===== src/hdl/csvp_pkg.sv =====
// csvp_pkg: shared types, codes and helpers for the csv row/field parser
// no dependencies; imported by every csvp module and by csv_row_field_parser
`default_nettype none

package csvp_pkg;

   // longest field holds FIELD_LIMIT-1 characters
   localparam int FIELD_LIMIT = 1024;
   localparam int CHARS_W     = $clog2(FIELD_LIMIT);
   localparam logic [CHARS_W-1:0] CHARS_MAX = CHARS_W'(FIELD_LIMIT - 1);

   // result queue
   localparam int Q_DEPTH = 4;
   localparam int QPTR_W  = $clog2(Q_DEPTH);
   localparam int QCNT_W  = $clog2(Q_DEPTH + 1);

   localparam logic [7:0] CH_QUOTE = 8'h22;
   localparam logic [7:0] CH_COMMA = 8'h2C;
   localparam logic [7:0] CH_LF    = 8'h0A;
   localparam logic [7:0] CH_CR    = 8'h0D;
   localparam logic [7:0] CH_SPACE = 8'h20;
   localparam logic [7:0] CH_TAB   = 8'h09;

   typedef enum logic [2:0] {
      MODE_PLAIN     = 3'd0,
      MODE_QUOTED    = 3'd1,
      MODE_QPEND     = 3'd2,
      MODE_CR        = 3'd3,
      MODE_CR_QUOTED = 3'd4,
      MODE_DISCARD   = 3'd5
   } mode_type;

   typedef enum logic [2:0] {
      KIND_CHAR      = 3'd0,
      KIND_FIELD_END = 3'd1,
      KIND_ROW_END   = 3'd2,
      KIND_BLANK     = 3'd3,
      KIND_UNMATCHED = 3'd4,
      KIND_OVERFLOW  = 3'd5,
      KIND_EOF       = 3'd6
   } kind_type;

   typedef enum logic {
      ACT_BYTE = 1'b0,
      ACT_EOF  = 1'b1
   } action_type;

   typedef struct packed {
      kind_type    kind;
      logic [7:0]  out_char;
      logic [15:0] field_number;
      logic [31:0] line_num;
      logic        last;
   } rsp_item_type;

   // results of one request, r0 first
   typedef struct packed {
      logic [1:0]   n;
      rsp_item_type r0;
      rsp_item_type r1;
   } step_out_type;

   function automatic logic [15:0] sat_inc16(input logic [15:0] v);
      logic [15:0] r;
      r = (v == 16'hFFFF) ? v : v + 16'd1;
      return r;
   endfunction

   function automatic logic is_blank_byte(input logic [7:0] b);
      logic r;
      r = (b == CH_SPACE) || (b == CH_TAB) || (b == CH_CR) || (b == CH_LF);
      return r;
   endfunction

   function automatic rsp_item_type make_rsp(input kind_type k, input logic [7:0] ch,
                                             input logic [15:0] fnum,
                                             input logic [31:0] line);
      rsp_item_type r;
      r.kind         = k;
      r.out_char     = ch;
      r.field_number = fnum;
      r.line_num     = line;
      r.last         = 1'b0;
      return r;
   endfunction

endpackage

`default_nettype wire


===== src/hdl/csvp_step.sv =====
// csvp_step: parser state registers and the per-request decode logic
// depends on csvp_pkg
`default_nettype none

module csvp_step import csvp_pkg::*; (
   input  logic         clock,
   input  logic         reset,
   input  logic         fire,
   input  logic         item_action,
   input  logic [7:0]   item_byte,
   output step_out_type step_out
);

   mode_type            mode_ff, mode_in;
   logic                nonblank_ff, nonblank_in;
   logic                begun_ff, begun_in;
   logic [CHARS_W-1:0]  chars_ff, chars_in;
   logic [15:0]         fields_ff, fields_in;
   logic [31:0]         line_ff, line_in;
   logic                open_ff, open_in;

   always_comb begin
      mode_type     eff_mode;
      mode_type     fin_mode;
      logic         nb_new;
      logic [31:0]  line_cur;
      logic [15:0]  row_cnt;
      logic         fin_v;
      rsp_item_type fin_r;
      logic         do_add;
      logic         do_fin;
      logic         res_v;
      rsp_item_type res;
      logic [1:0]   n;
      rsp_item_type r0;
      rsp_item_type r1;

      mode_in     = mode_ff;
      nonblank_in = nonblank_ff;
      begun_in    = begun_ff;
      chars_in    = chars_ff;
      fields_in   = fields_ff;
      line_in     = line_ff;
      open_in     = open_ff;
      do_add      = 1'b0;
      do_fin      = 1'b0;
      res_v       = 1'b0;
      n           = 2'd0;

      // end of input never opens a new line
      line_cur = (open_ff || (item_action == ACT_EOF)) ? line_ff : line_ff + 32'd1;
      res      = make_rsp(KIND_CHAR, 8'd0, 16'd0, line_cur);
      r0       = res;
      r1       = res;

      // a pending quote followed by anything but a quote closes the quotes
      eff_mode = ((mode_ff == MODE_QPEND) && (item_byte != CH_QUOTE)) ? MODE_PLAIN : mode_ff;
      fin_mode = (item_action == ACT_EOF) ? mode_ff : eff_mode;
      nb_new   = nonblank_ff | ((item_action == ACT_BYTE) & ~is_blank_byte(item_byte));

      // line end result
      row_cnt = (begun_ff || fields_ff != 16'd0) ? sat_inc16(fields_ff) : fields_ff;
      fin_v   = (fin_mode != MODE_DISCARD);
      if (fin_mode == MODE_QUOTED || fin_mode == MODE_CR_QUOTED) begin
         fin_r = make_rsp(KIND_UNMATCHED, 8'd0, 16'd0, line_cur);
      end else if (!nb_new) begin
         fin_r = make_rsp(KIND_BLANK, 8'd0, 16'd0, line_cur);
      end else begin
         fin_r = make_rsp(KIND_ROW_END, 8'd0, row_cnt, line_cur);
      end

      if (item_action == ACT_BYTE) begin
         line_in     = line_cur;
         open_in     = 1'b1;
         nonblank_in = nb_new;
         mode_in     = eff_mode;
         case (eff_mode)
            MODE_PLAIN: begin
               if (item_byte == CH_LF) begin
                  do_fin = 1'b1;
               end else if (item_byte == CH_CR) begin
                  mode_in = MODE_CR;
               end else if (item_byte == CH_QUOTE) begin
                  mode_in  = MODE_QUOTED;
                  begun_in = 1'b1;
               end else if (item_byte == CH_COMMA) begin
                  fields_in = sat_inc16(fields_ff);
                  begun_in  = 1'b0;
                  chars_in  = '0;
                  res_v     = 1'b1;
                  res       = make_rsp(KIND_FIELD_END, 8'd0, sat_inc16(fields_ff), line_cur);
               end else begin
                  do_add = 1'b1;
               end
            end
            MODE_QUOTED: begin
               if (item_byte == CH_LF) begin
                  do_fin = 1'b1;
               end else if (item_byte == CH_CR) begin
                  mode_in = MODE_CR_QUOTED;
               end else if (item_byte == CH_QUOTE) begin
                  mode_in  = MODE_QPEND;
                  begun_in = 1'b1;
               end else begin
                  do_add = 1'b1;
               end
            end
            MODE_QPEND: begin
               // doubled quote: literal quote character
               mode_in = MODE_QUOTED;
               do_add  = 1'b1;
            end
            default: begin
               if (item_byte == CH_LF) begin
                  do_fin = 1'b1;
               end
            end
         endcase

         if (do_add) begin
            res_v = 1'b1;
            if (chars_ff >= CHARS_MAX) begin
               mode_in = MODE_DISCARD;
               res     = make_rsp(KIND_OVERFLOW, 8'd0, 16'd0, line_cur);
            end else begin
               chars_in = chars_ff + 1'b1;
               begun_in = 1'b1;
               res      = make_rsp(KIND_CHAR, item_byte, 16'd0, line_cur);
            end
         end

         if (do_fin) begin
            res_v = fin_v;
            res   = fin_r;
         end

         n  = {1'b0, res_v};
         r0 = res;
      end else begin
         do_fin = 1'b1;
         if (open_ff && fin_v) begin
            n  = 2'd2;
            r0 = fin_r;
         end else begin
            n  = 2'd1;
            r0 = make_rsp(KIND_EOF, 8'd0, 16'd0, line_cur);
         end
         r1 = make_rsp(KIND_EOF, 8'd0, 16'd0, line_cur);
      end

      if (do_fin) begin
         mode_in     = MODE_PLAIN;
         nonblank_in = 1'b0;
         begun_in    = 1'b0;
         chars_in    = '0;
         fields_in   = 16'd0;
         open_in     = 1'b0;
      end

      r0.last = (n == 2'd1);
      r1.last = 1'b1;

      step_out.n  = fire ? n : 2'd0;
      step_out.r0 = r0;
      step_out.r1 = r1;
   end

   always_ff @(posedge clock) begin
      if (reset) begin
         mode_ff     <= MODE_PLAIN;
         nonblank_ff <= 1'b0;
         begun_ff    <= 1'b0;
         chars_ff    <= '0;
         fields_ff   <= 16'd0;
         line_ff     <= 32'd0;
         open_ff     <= 1'b0;
      end else if (fire) begin
         mode_ff     <= mode_in;
         nonblank_ff <= nonblank_in;
         begun_ff    <= begun_in;
         chars_ff    <= chars_in;
         fields_ff   <= fields_in;
         line_ff     <= line_in;
         open_ff     <= open_in;
      end
   end

`ifndef SYNTHESIS
   a_closed_line_clean: assert property (@(posedge clock) disable iff (reset)
      !open_ff |-> (mode_ff == MODE_PLAIN) && (chars_ff == '0) && (fields_ff == 16'd0))
      else $error("closed line with leftover parse state");
   a_chars_in_range: assert property (@(posedge clock) disable iff (reset)
      chars_ff <= CHARS_MAX)
      else $error("field character count past limit");
   a_eof_closes: assert property (@(posedge clock) disable iff (reset)
      fire && (item_action == ACT_EOF) |=> !open_ff && (mode_ff == MODE_PLAIN))
      else $error("end of input left a line open");
`endif

endmodule

`default_nettype wire


===== src/hdl/csvp_rsp_queue.sv =====
// csvp_rsp_queue: small result queue, up to two writes and one read per cycle
// depends on csvp_pkg
`default_nettype none

module csvp_rsp_queue import csvp_pkg::*; (
   input  logic         clock,
   input  logic         reset,
   input  step_out_type push,
   output logic         room,
   output logic         rsp_valid,
   input  logic         rsp_stall,
   output rsp_item_type rsp_item
);

   rsp_item_type              entries_ff [Q_DEPTH];
   logic [QPTR_W-1:0]         wr_ptr_ff, wr_ptr_in;
   logic [QPTR_W-1:0]         rd_ptr_ff, rd_ptr_in;
   logic [QCNT_W-1:0]         count_ff, count_in;
   logic                      pop;
   logic [QCNT_W-1:0]         count_after_pop;

   assign rsp_valid       = (count_ff != '0);
   assign rsp_item        = entries_ff[rd_ptr_ff];
   assign pop             = rsp_valid && !rsp_stall;
   assign count_after_pop = count_ff - QCNT_W'(pop);
   // a request may give two results
   assign room            = (count_after_pop <= QCNT_W'(Q_DEPTH - 2));

   assign wr_ptr_in = wr_ptr_ff + QPTR_W'(push.n);
   assign rd_ptr_in = rd_ptr_ff + QPTR_W'(pop);
   assign count_in  = count_after_pop + QCNT_W'(push.n);

   always_ff @(posedge clock) begin
      if (reset) begin
         wr_ptr_ff <= '0;
         rd_ptr_ff <= '0;
         count_ff  <= '0;
      end else begin
         wr_ptr_ff <= wr_ptr_in;
         rd_ptr_ff <= rd_ptr_in;
         count_ff  <= count_in;
      end
   end

   always_ff @(posedge clock) begin
      if (push.n != 2'd0) begin
         entries_ff[wr_ptr_ff] <= push.r0;
      end
      if (push.n == 2'd2) begin
         entries_ff[wr_ptr_ff + QPTR_W'(1)] <= push.r1;
      end
   end

`ifndef SYNTHESIS
   a_count_bound: assert property (@(posedge clock) disable iff (reset)
      count_ff <= QCNT_W'(Q_DEPTH))
      else $error("result queue count past depth");
   a_no_overfill: assert property (@(posedge clock) disable iff (reset)
      (push.n != 2'd0) |-> ({1'b0, count_after_pop} + (QCNT_W + 1)'(push.n)
                            <= (QCNT_W + 1)'(Q_DEPTH)))
      else $error("result queue written without room");
   a_ptr_gap: assert property (@(posedge clock) disable iff (reset)
      (count_ff == '0) |-> (wr_ptr_ff == rd_ptr_ff))
      else $error("empty queue with unequal pointers");
`endif

endmodule

`default_nettype wire


===== src/hdl/csv_row_field_parser.sv =====
// csv_row_field_parser: top level of the byte-stream csv row and field parser
// depends on csvp_pkg, csvp_step and csvp_rsp_queue
//
//   channel   direction  handshake            payload
//   req_      in         req_valid/req_stall  req_action, req_in_byte
//   rsp_      out        rsp_valid/rsp_stall  rsp_kind, rsp_out_char, rsp_field_number,
//                                             rsp_line_num, rsp_last
//
// one request per cycle while req_stall is low: a byte is registered, decoded against
// the parse state and its result written to a four-entry result queue
// a request's first result goes through the request register, then the queue, to the port
// an end of input that closes an open line not being discarded gives two results, line end
// and end of input; the result port gives one result per cycle while rsp_stall is low
// reset is synchronous and clears parse state, line count and queue
// rsp_stall backs up into the queue; req_stall rises only when the queue cannot
// take the two results a request may give
`default_nettype none

module csv_row_field_parser import csvp_pkg::*; (
   input  logic        clock,
   input  logic        reset,
   input  logic        req_valid,
   output logic        req_stall,
   input  logic        req_action,
   input  logic [7:0]  req_in_byte,
   output logic        rsp_valid,
   input  logic        rsp_stall,
   output logic [2:0]  rsp_kind,
   output logic [7:0]  rsp_out_char,
   output logic [15:0] rsp_field_number,
   output logic [31:0] rsp_line_num,
   output logic        rsp_last
);

   // request register stage
   logic         s1_valid_ff, s1_valid_in;
   logic         s1_action_ff;
   logic [7:0]   s1_byte_ff;
   logic         room;
   logic         fire;
   logic         load;
   step_out_type step_out;
   rsp_item_type head;

   // the registered request is decoded once the queue has space for its results
   assign fire      = s1_valid_ff && room;
   assign req_stall = s1_valid_ff && !room;
   assign load      = req_valid && !req_stall;
   assign s1_valid_in = load || (s1_valid_ff && !fire);

   always_ff @(posedge clock) begin
      if (reset) begin
         s1_valid_ff <= 1'b0;
      end else begin
         s1_valid_ff <= s1_valid_in;
      end
   end

   // payload needs no reset
   always_ff @(posedge clock) begin
      if (load) begin
         s1_action_ff <= req_action;
         s1_byte_ff   <= req_in_byte;
      end
   end

   csvp_step u_step (
      .clock       (clock),
      .reset       (reset),
      .fire        (fire),
      .item_action (s1_action_ff),
      .item_byte   (s1_byte_ff),
      .step_out    (step_out)
   );

   csvp_rsp_queue u_queue (
      .clock     (clock),
      .reset     (reset),
      .push      (step_out),
      .room      (room),
      .rsp_valid (rsp_valid),
      .rsp_stall (rsp_stall),
      .rsp_item  (head)
   );

   assign rsp_kind         = head.kind;
   assign rsp_out_char     = head.out_char;
   assign rsp_field_number = head.field_number;
   assign rsp_line_num     = head.line_num;
   assign rsp_last         = head.last;

`ifndef SYNTHESIS
   a_held_request: assert property (@(posedge clock) disable iff (reset)
      s1_valid_ff && !fire |=> s1_valid_ff && $stable(s1_byte_ff) && $stable(s1_action_ff))
      else $error("stalled request lost");
   a_fire_gives_result: assert property (@(posedge clock) disable iff (reset)
      fire && (s1_action_ff == ACT_EOF) |=> rsp_valid)
      else $error("end of input gave no result");
   a_no_result_without_request: assert property (@(posedge clock) disable iff (reset)
      !fire |-> (step_out.n == 2'd0))
      else $error("results pushed without a request");
`endif

endmodule

`default_nettype wire

===== config.mk =====
export PLATFORM = sky130hd
export DESIGN_NAME = csv_row_field_parser
export DESIGN_NICKNAME = d
export VERILOG_FILES = /design/src/hdl/csvp_pkg.sv /design/src/hdl/csvp_step.sv /design/src/hdl/csvp_rsp_queue.sv /design/src/hdl/csv_row_field_parser.sv
export SDC_FILE = /design/constraint.sdc
export NUM_CORES = 1
export LEC_CHECK = 0
export BUFFER_PORTS_ARGS = -buffer_cell sky130_fd_sc_hd__buf_4
export CELL_PAD_IN_SITES_DETAIL_PLACEMENT = 1
export CELL_PAD_IN_SITES_GLOBAL_PLACEMENT = 1
export CORE_UTILIZATION = 50
export CTS_BUF_LIST = sky130_fd_sc_hd__clkbuf_8
export CTS_CLUSTER_DIAMETER = 120
export DETAILED_ROUTE_END_ITERATION = 6
export HOLD_SLACK_MARGIN = 0.03
export PLACE_DENSITY_LB_ADDON = 0.08
export SYNTH_ARGS = -nofsm -noshare
export SYNTH_HDL_FRONTEND = slang
export SYNTH_HIERARCHICAL = 1
export SYNTH_SLANG_ARGS = --single-unit

===== constraint.sdc =====
create_clock -name clock -period 9.7 [get_ports clock]
set_input_delay 0.485 -clock clock [delete_from_list [all_inputs] [get_ports clock]]
set_output_delay 0.485 -clock clock [all_outputs]
set_load 0.01 [all_outputs]

==> impl_metrics.py <==
metrics = {
    "yosys": {
        "synth-simple-area-share": 0.0974,
        "ys_async_sr_fraction": 0,
        "synth_top_area_cell": "edfxtp_1",
        "yosysWarningCount": 6,
        "synthFlopType": "edfxtp_1",
        "synth-compound-area-share": 0.0385,
        "synth_seq_cells": 321,
        "synthMuxAreaShare": 0.240,
        "yosys.area_share.xor_xnor": 0.0407,
        "netlist_instances": 1295,
        "synth-edff-count": 249,
        "synth_top_area_frac": 0.437,
        "synth.area.top_cells": "edfxtp_1 44%, mux2_2 16%, dfxtp_1 8.4%, mux4_2 7.9%, buf_4 2.8%",
        "synth_top_family_by_area": "multiplexers",
        "synthAdderAreaFrac": 0.00775,
        "yosysSeqAreaShare": 0.521,
        "syn_area_um2": 17100,
        "synthDistinctLibCells": 71,
        "syn_area_per_cell_um2": 13.2,
    },
    "outcome": {
        "status": "finished, final reports clean",
    },
    "detailed_routing": {
        "drc": 0,
        "avgRoutedWirePerCell_um": 21.9,
        "postRouteAntennaNets": 0,
        "routed_wirelength_mm": 40.1,
        "vias": 10390,
        "firstDrtPassIters": 4,
        "drt_iter0_markers": 642,
        "via_per_inst": 5.67,
    },
    "cts": {
        "ctsResizeCount": 0,
        "cts_made_buffers": 55,
        "cts_setup_buffers": 0,
        "htreeDepth": 2,
        "cts_root_buf": "clkbuf_8",
        "cts_tree": "yes",
        "postCtsHoldBufs": 9,
        "clock_path_buffers": 3,
        "cts_sinks": 321,
        "cts.clk_slew.worst_paths_ns": 0.06,
        "insertion_delay_ns": 0.62,
    },
    "sta": {
        "fin_crit_sh": 0.511,
        "tightest_slew_ns": 1.05,
        "fin_skew_ns": 0.0197,
        "layout_setup_ws_ns": 4.75,
        "period_needed_ns": 4.95,
        "grt_setup_unrepaired": "false",
        "fmax_ghz": 0.202,
        "hold_viol_final": 0,
        "hold_slack_ns": 0.145,
        "setup_viol": 0,
        "maxSlewHeadroom": 0.297,
        "drv_slew": 0,
        "final.setup.tns_ns": 0,
    },
    "place": {
        "placedCellCount": 1724,
        "portBuffers": 74,
        "place_ws_ns": 4.74,
        "dp_hpwl_mm": 24.3,
        "place_congestion": 0.825,
    },
    "final_layout": {
        "final_common_cell": "edfxtp_1",
        "n_antenna_cell": 0,
        "drive_gt1_frac": 0.346,
        "mostFrequentLayoutCells": "249 x edfxtp_1, 238 x mux2_2, 96 x nor2_1",
        "finish.net_count": 1365,
        "area_growth_pct": 9.65,
        "fillers": 3394,
        "final_util": 0.558,
        "final_cells": 1834,
    },
    "global_routing": {
        "grt_pass1_vias": 11060,
        "grt_usage": 0.234,
        "antenna_found_initial": 0,
        "grt_first_pass_wirelength_mm": 63.2,
        "grt_max_degree": 61,
        "overflow": 0,
    },
    "setup_path": {
        "cp_top_family": "simple AND/OR/NAND/NOR gates",
        "critPathLaunchType": "register",
        "cp_max_fo": 37,
        "arrival_ns": 5.19,
        "cp-end-kind": "register",
        "cpPeakStageDelay_ns": 0.80,
        "critPathRequiredTime_ns": 9.94,
        "path_buf_inv": 2,
        "crit_type": "reg -> reg",
        "crit_chain": "or3_1 > nor2b_1 > ha_1 > ha_1 > inv_1 > a21oi_1 > and2_1 > nand2_1 > nor2_1 > o21bai_1 > o21ai_4 > buf_4",
        "path_common_cell": "ha_1",
        "slowest_stage": "o21ai_4",
    },
    "die": {
        "coreArea_um2": 33600,
        "die_w_um": 187,
        "ios": 75,
        "rows": 67,
        "initial_core_util": 0.509,
        "die_area_um2": 35000,
        "dieHeight_um": 187,
    },
    "pwr": {
        "powerDensity_nw_per_um2": 202,
        "p_leak_nw": 6.79,
        "peakVddDrop_v": 0.000138,
    },
    "hold_path": {
        "hold_class": "in -> reg",
    },
    "run": {
        "cap_violations": 0,
    },
}
==> per-layer routing <==
layer | global-route usage | up-vias | wire length, um
li1 | - | 4897 | -
met1 | 0.310 | 5261 | 18300
met2 | 0.393 | 180 | 19400
met3 | 0.0462 | 52 | 1650
met4 | 0.0624 | 0 | 721
met5 | 0 | - | 0
==> path summary, 6_finish.rpt <==
kind                                             endpoint           startpoint  slack, ns  depth (start not counted)
worst min register to register         u_step/nonblank_ff   u_step/nonblank_ff       0.50                          2
worst max-delay path            u_queue/entries_ff[0][31]  u_queue/count_ff[2]       4.75                         12
worst max register to register  u_queue/entries_ff[0][31]  u_queue/count_ff[2]       4.75                         12
worst min-delay path                          s1_valid_ff            req_valid       0.15                          2
==> registers in the layout (all words and copies together) (netlist names) <==
register and count:
u_step/open_ff 1, u_step/begun_ff 1, u_queue/count_ff 3, u_step/line_ff 32
s1_byte_ff 8, u_queue/entries_ff 240, u_step/fields_ff 16, u_step/mode_ff 3
s1_valid_ff 1, u_step/nonblank_ff 1, u_step/chars_ff 10, u_queue/rd_ptr_ff 2
u_queue/wr_ptr_ff 2, s1_action_ff 1
==> Yosys cell counts, drive strengths merged, types with 3 or more instances <==
| library cell | n |
|---|---|
| dfxtp | 72 |
| buf | 100 |
| nor2 | 99 |
| xor2 | 44 |
| nand2b | 3 |
| nor3 | 18 |
| xnor2 | 33 |
| nand3b | 4 |
| o31ai | 6 |
| nor4b | 4 |
| a21oi | 35 |
| nor4 | 8 |
| nor3b | 4 |
| and3 | 12 |
| nand4 | 17 |
| a21boi | 3 |
| o21ai | 38 |
| nor2b | 13 |
| inv | 15 |
| or4 | 5 |
| a22oi | 3 |
| and4 | 4 |
| or2 | 3 |
| a31oi | 4 |
| mux4 | 60 |
| a21o | 3 |
| nand2 | 57 |
| or3 | 5 |
| clkbuf | 35 |
| mux2i | 3 |
| mux2 | 243 |
| edfxtp | 249 |
| ha | 9 |
| and2 | 14 |
| nand3 | 42 |
==> through the flow <==
step / cell area (um2) / power, W
after global routing: 18800 / 0.00398
after floorplan: 17200 / 0.00230
after CTS: 18800 / 0.00386
after detailed placement: 17600 / 0.00268
after global placement: 17600 / 0.00266
final: 18800 / 0.00380
==> cell families (layout without fill, tap and decap cells) <==
| kind of cell | after synthesis | in the layout |
|---|---|---|
| flip-flops | 321 | 321 |
| AND/OR/NAND/NOR | 319 | 319 |
| multiplexers | 306 | 306 |
| buffers and inverters | 150 | 217 |
| AO/OA/AOI/OAI | 109 | 109 |
| XOR/XNOR | 78 | 78 |
| adder cells (fa/ha/maj) | 10 | 10 |
| other | 2 | 26 |
==> layout make-up <==
| cell class | instances | area (um2) | share of cell area |
|---|---|---|---|
| Tap cell | 448 | 561 | 0.0299 |
| Sequential cell | 321 | 8920 | 0.475 |
| Clock inverter | 39 | 181 | 0.00966 |
| Multi-Input combinational cell | 848 | 7420 | 0.395 |
| Inverter | 15 | 56.3 | 0.00300 |
| Clock buffer | 62 | 853 | 0.0455 |
| Timing Repair Buffer | 101 | 781 | 0.0416 |
==> power by group <==
group | internal [W] | switching [W]
clock | 0.000607 | 0.000552
sequential | 0.00163 | 0.0000833
combinational | 0.000455 | 0.000473
total | 0.00269 | 0.00111
Note: power is estimated with default switching activity, not from simulation.
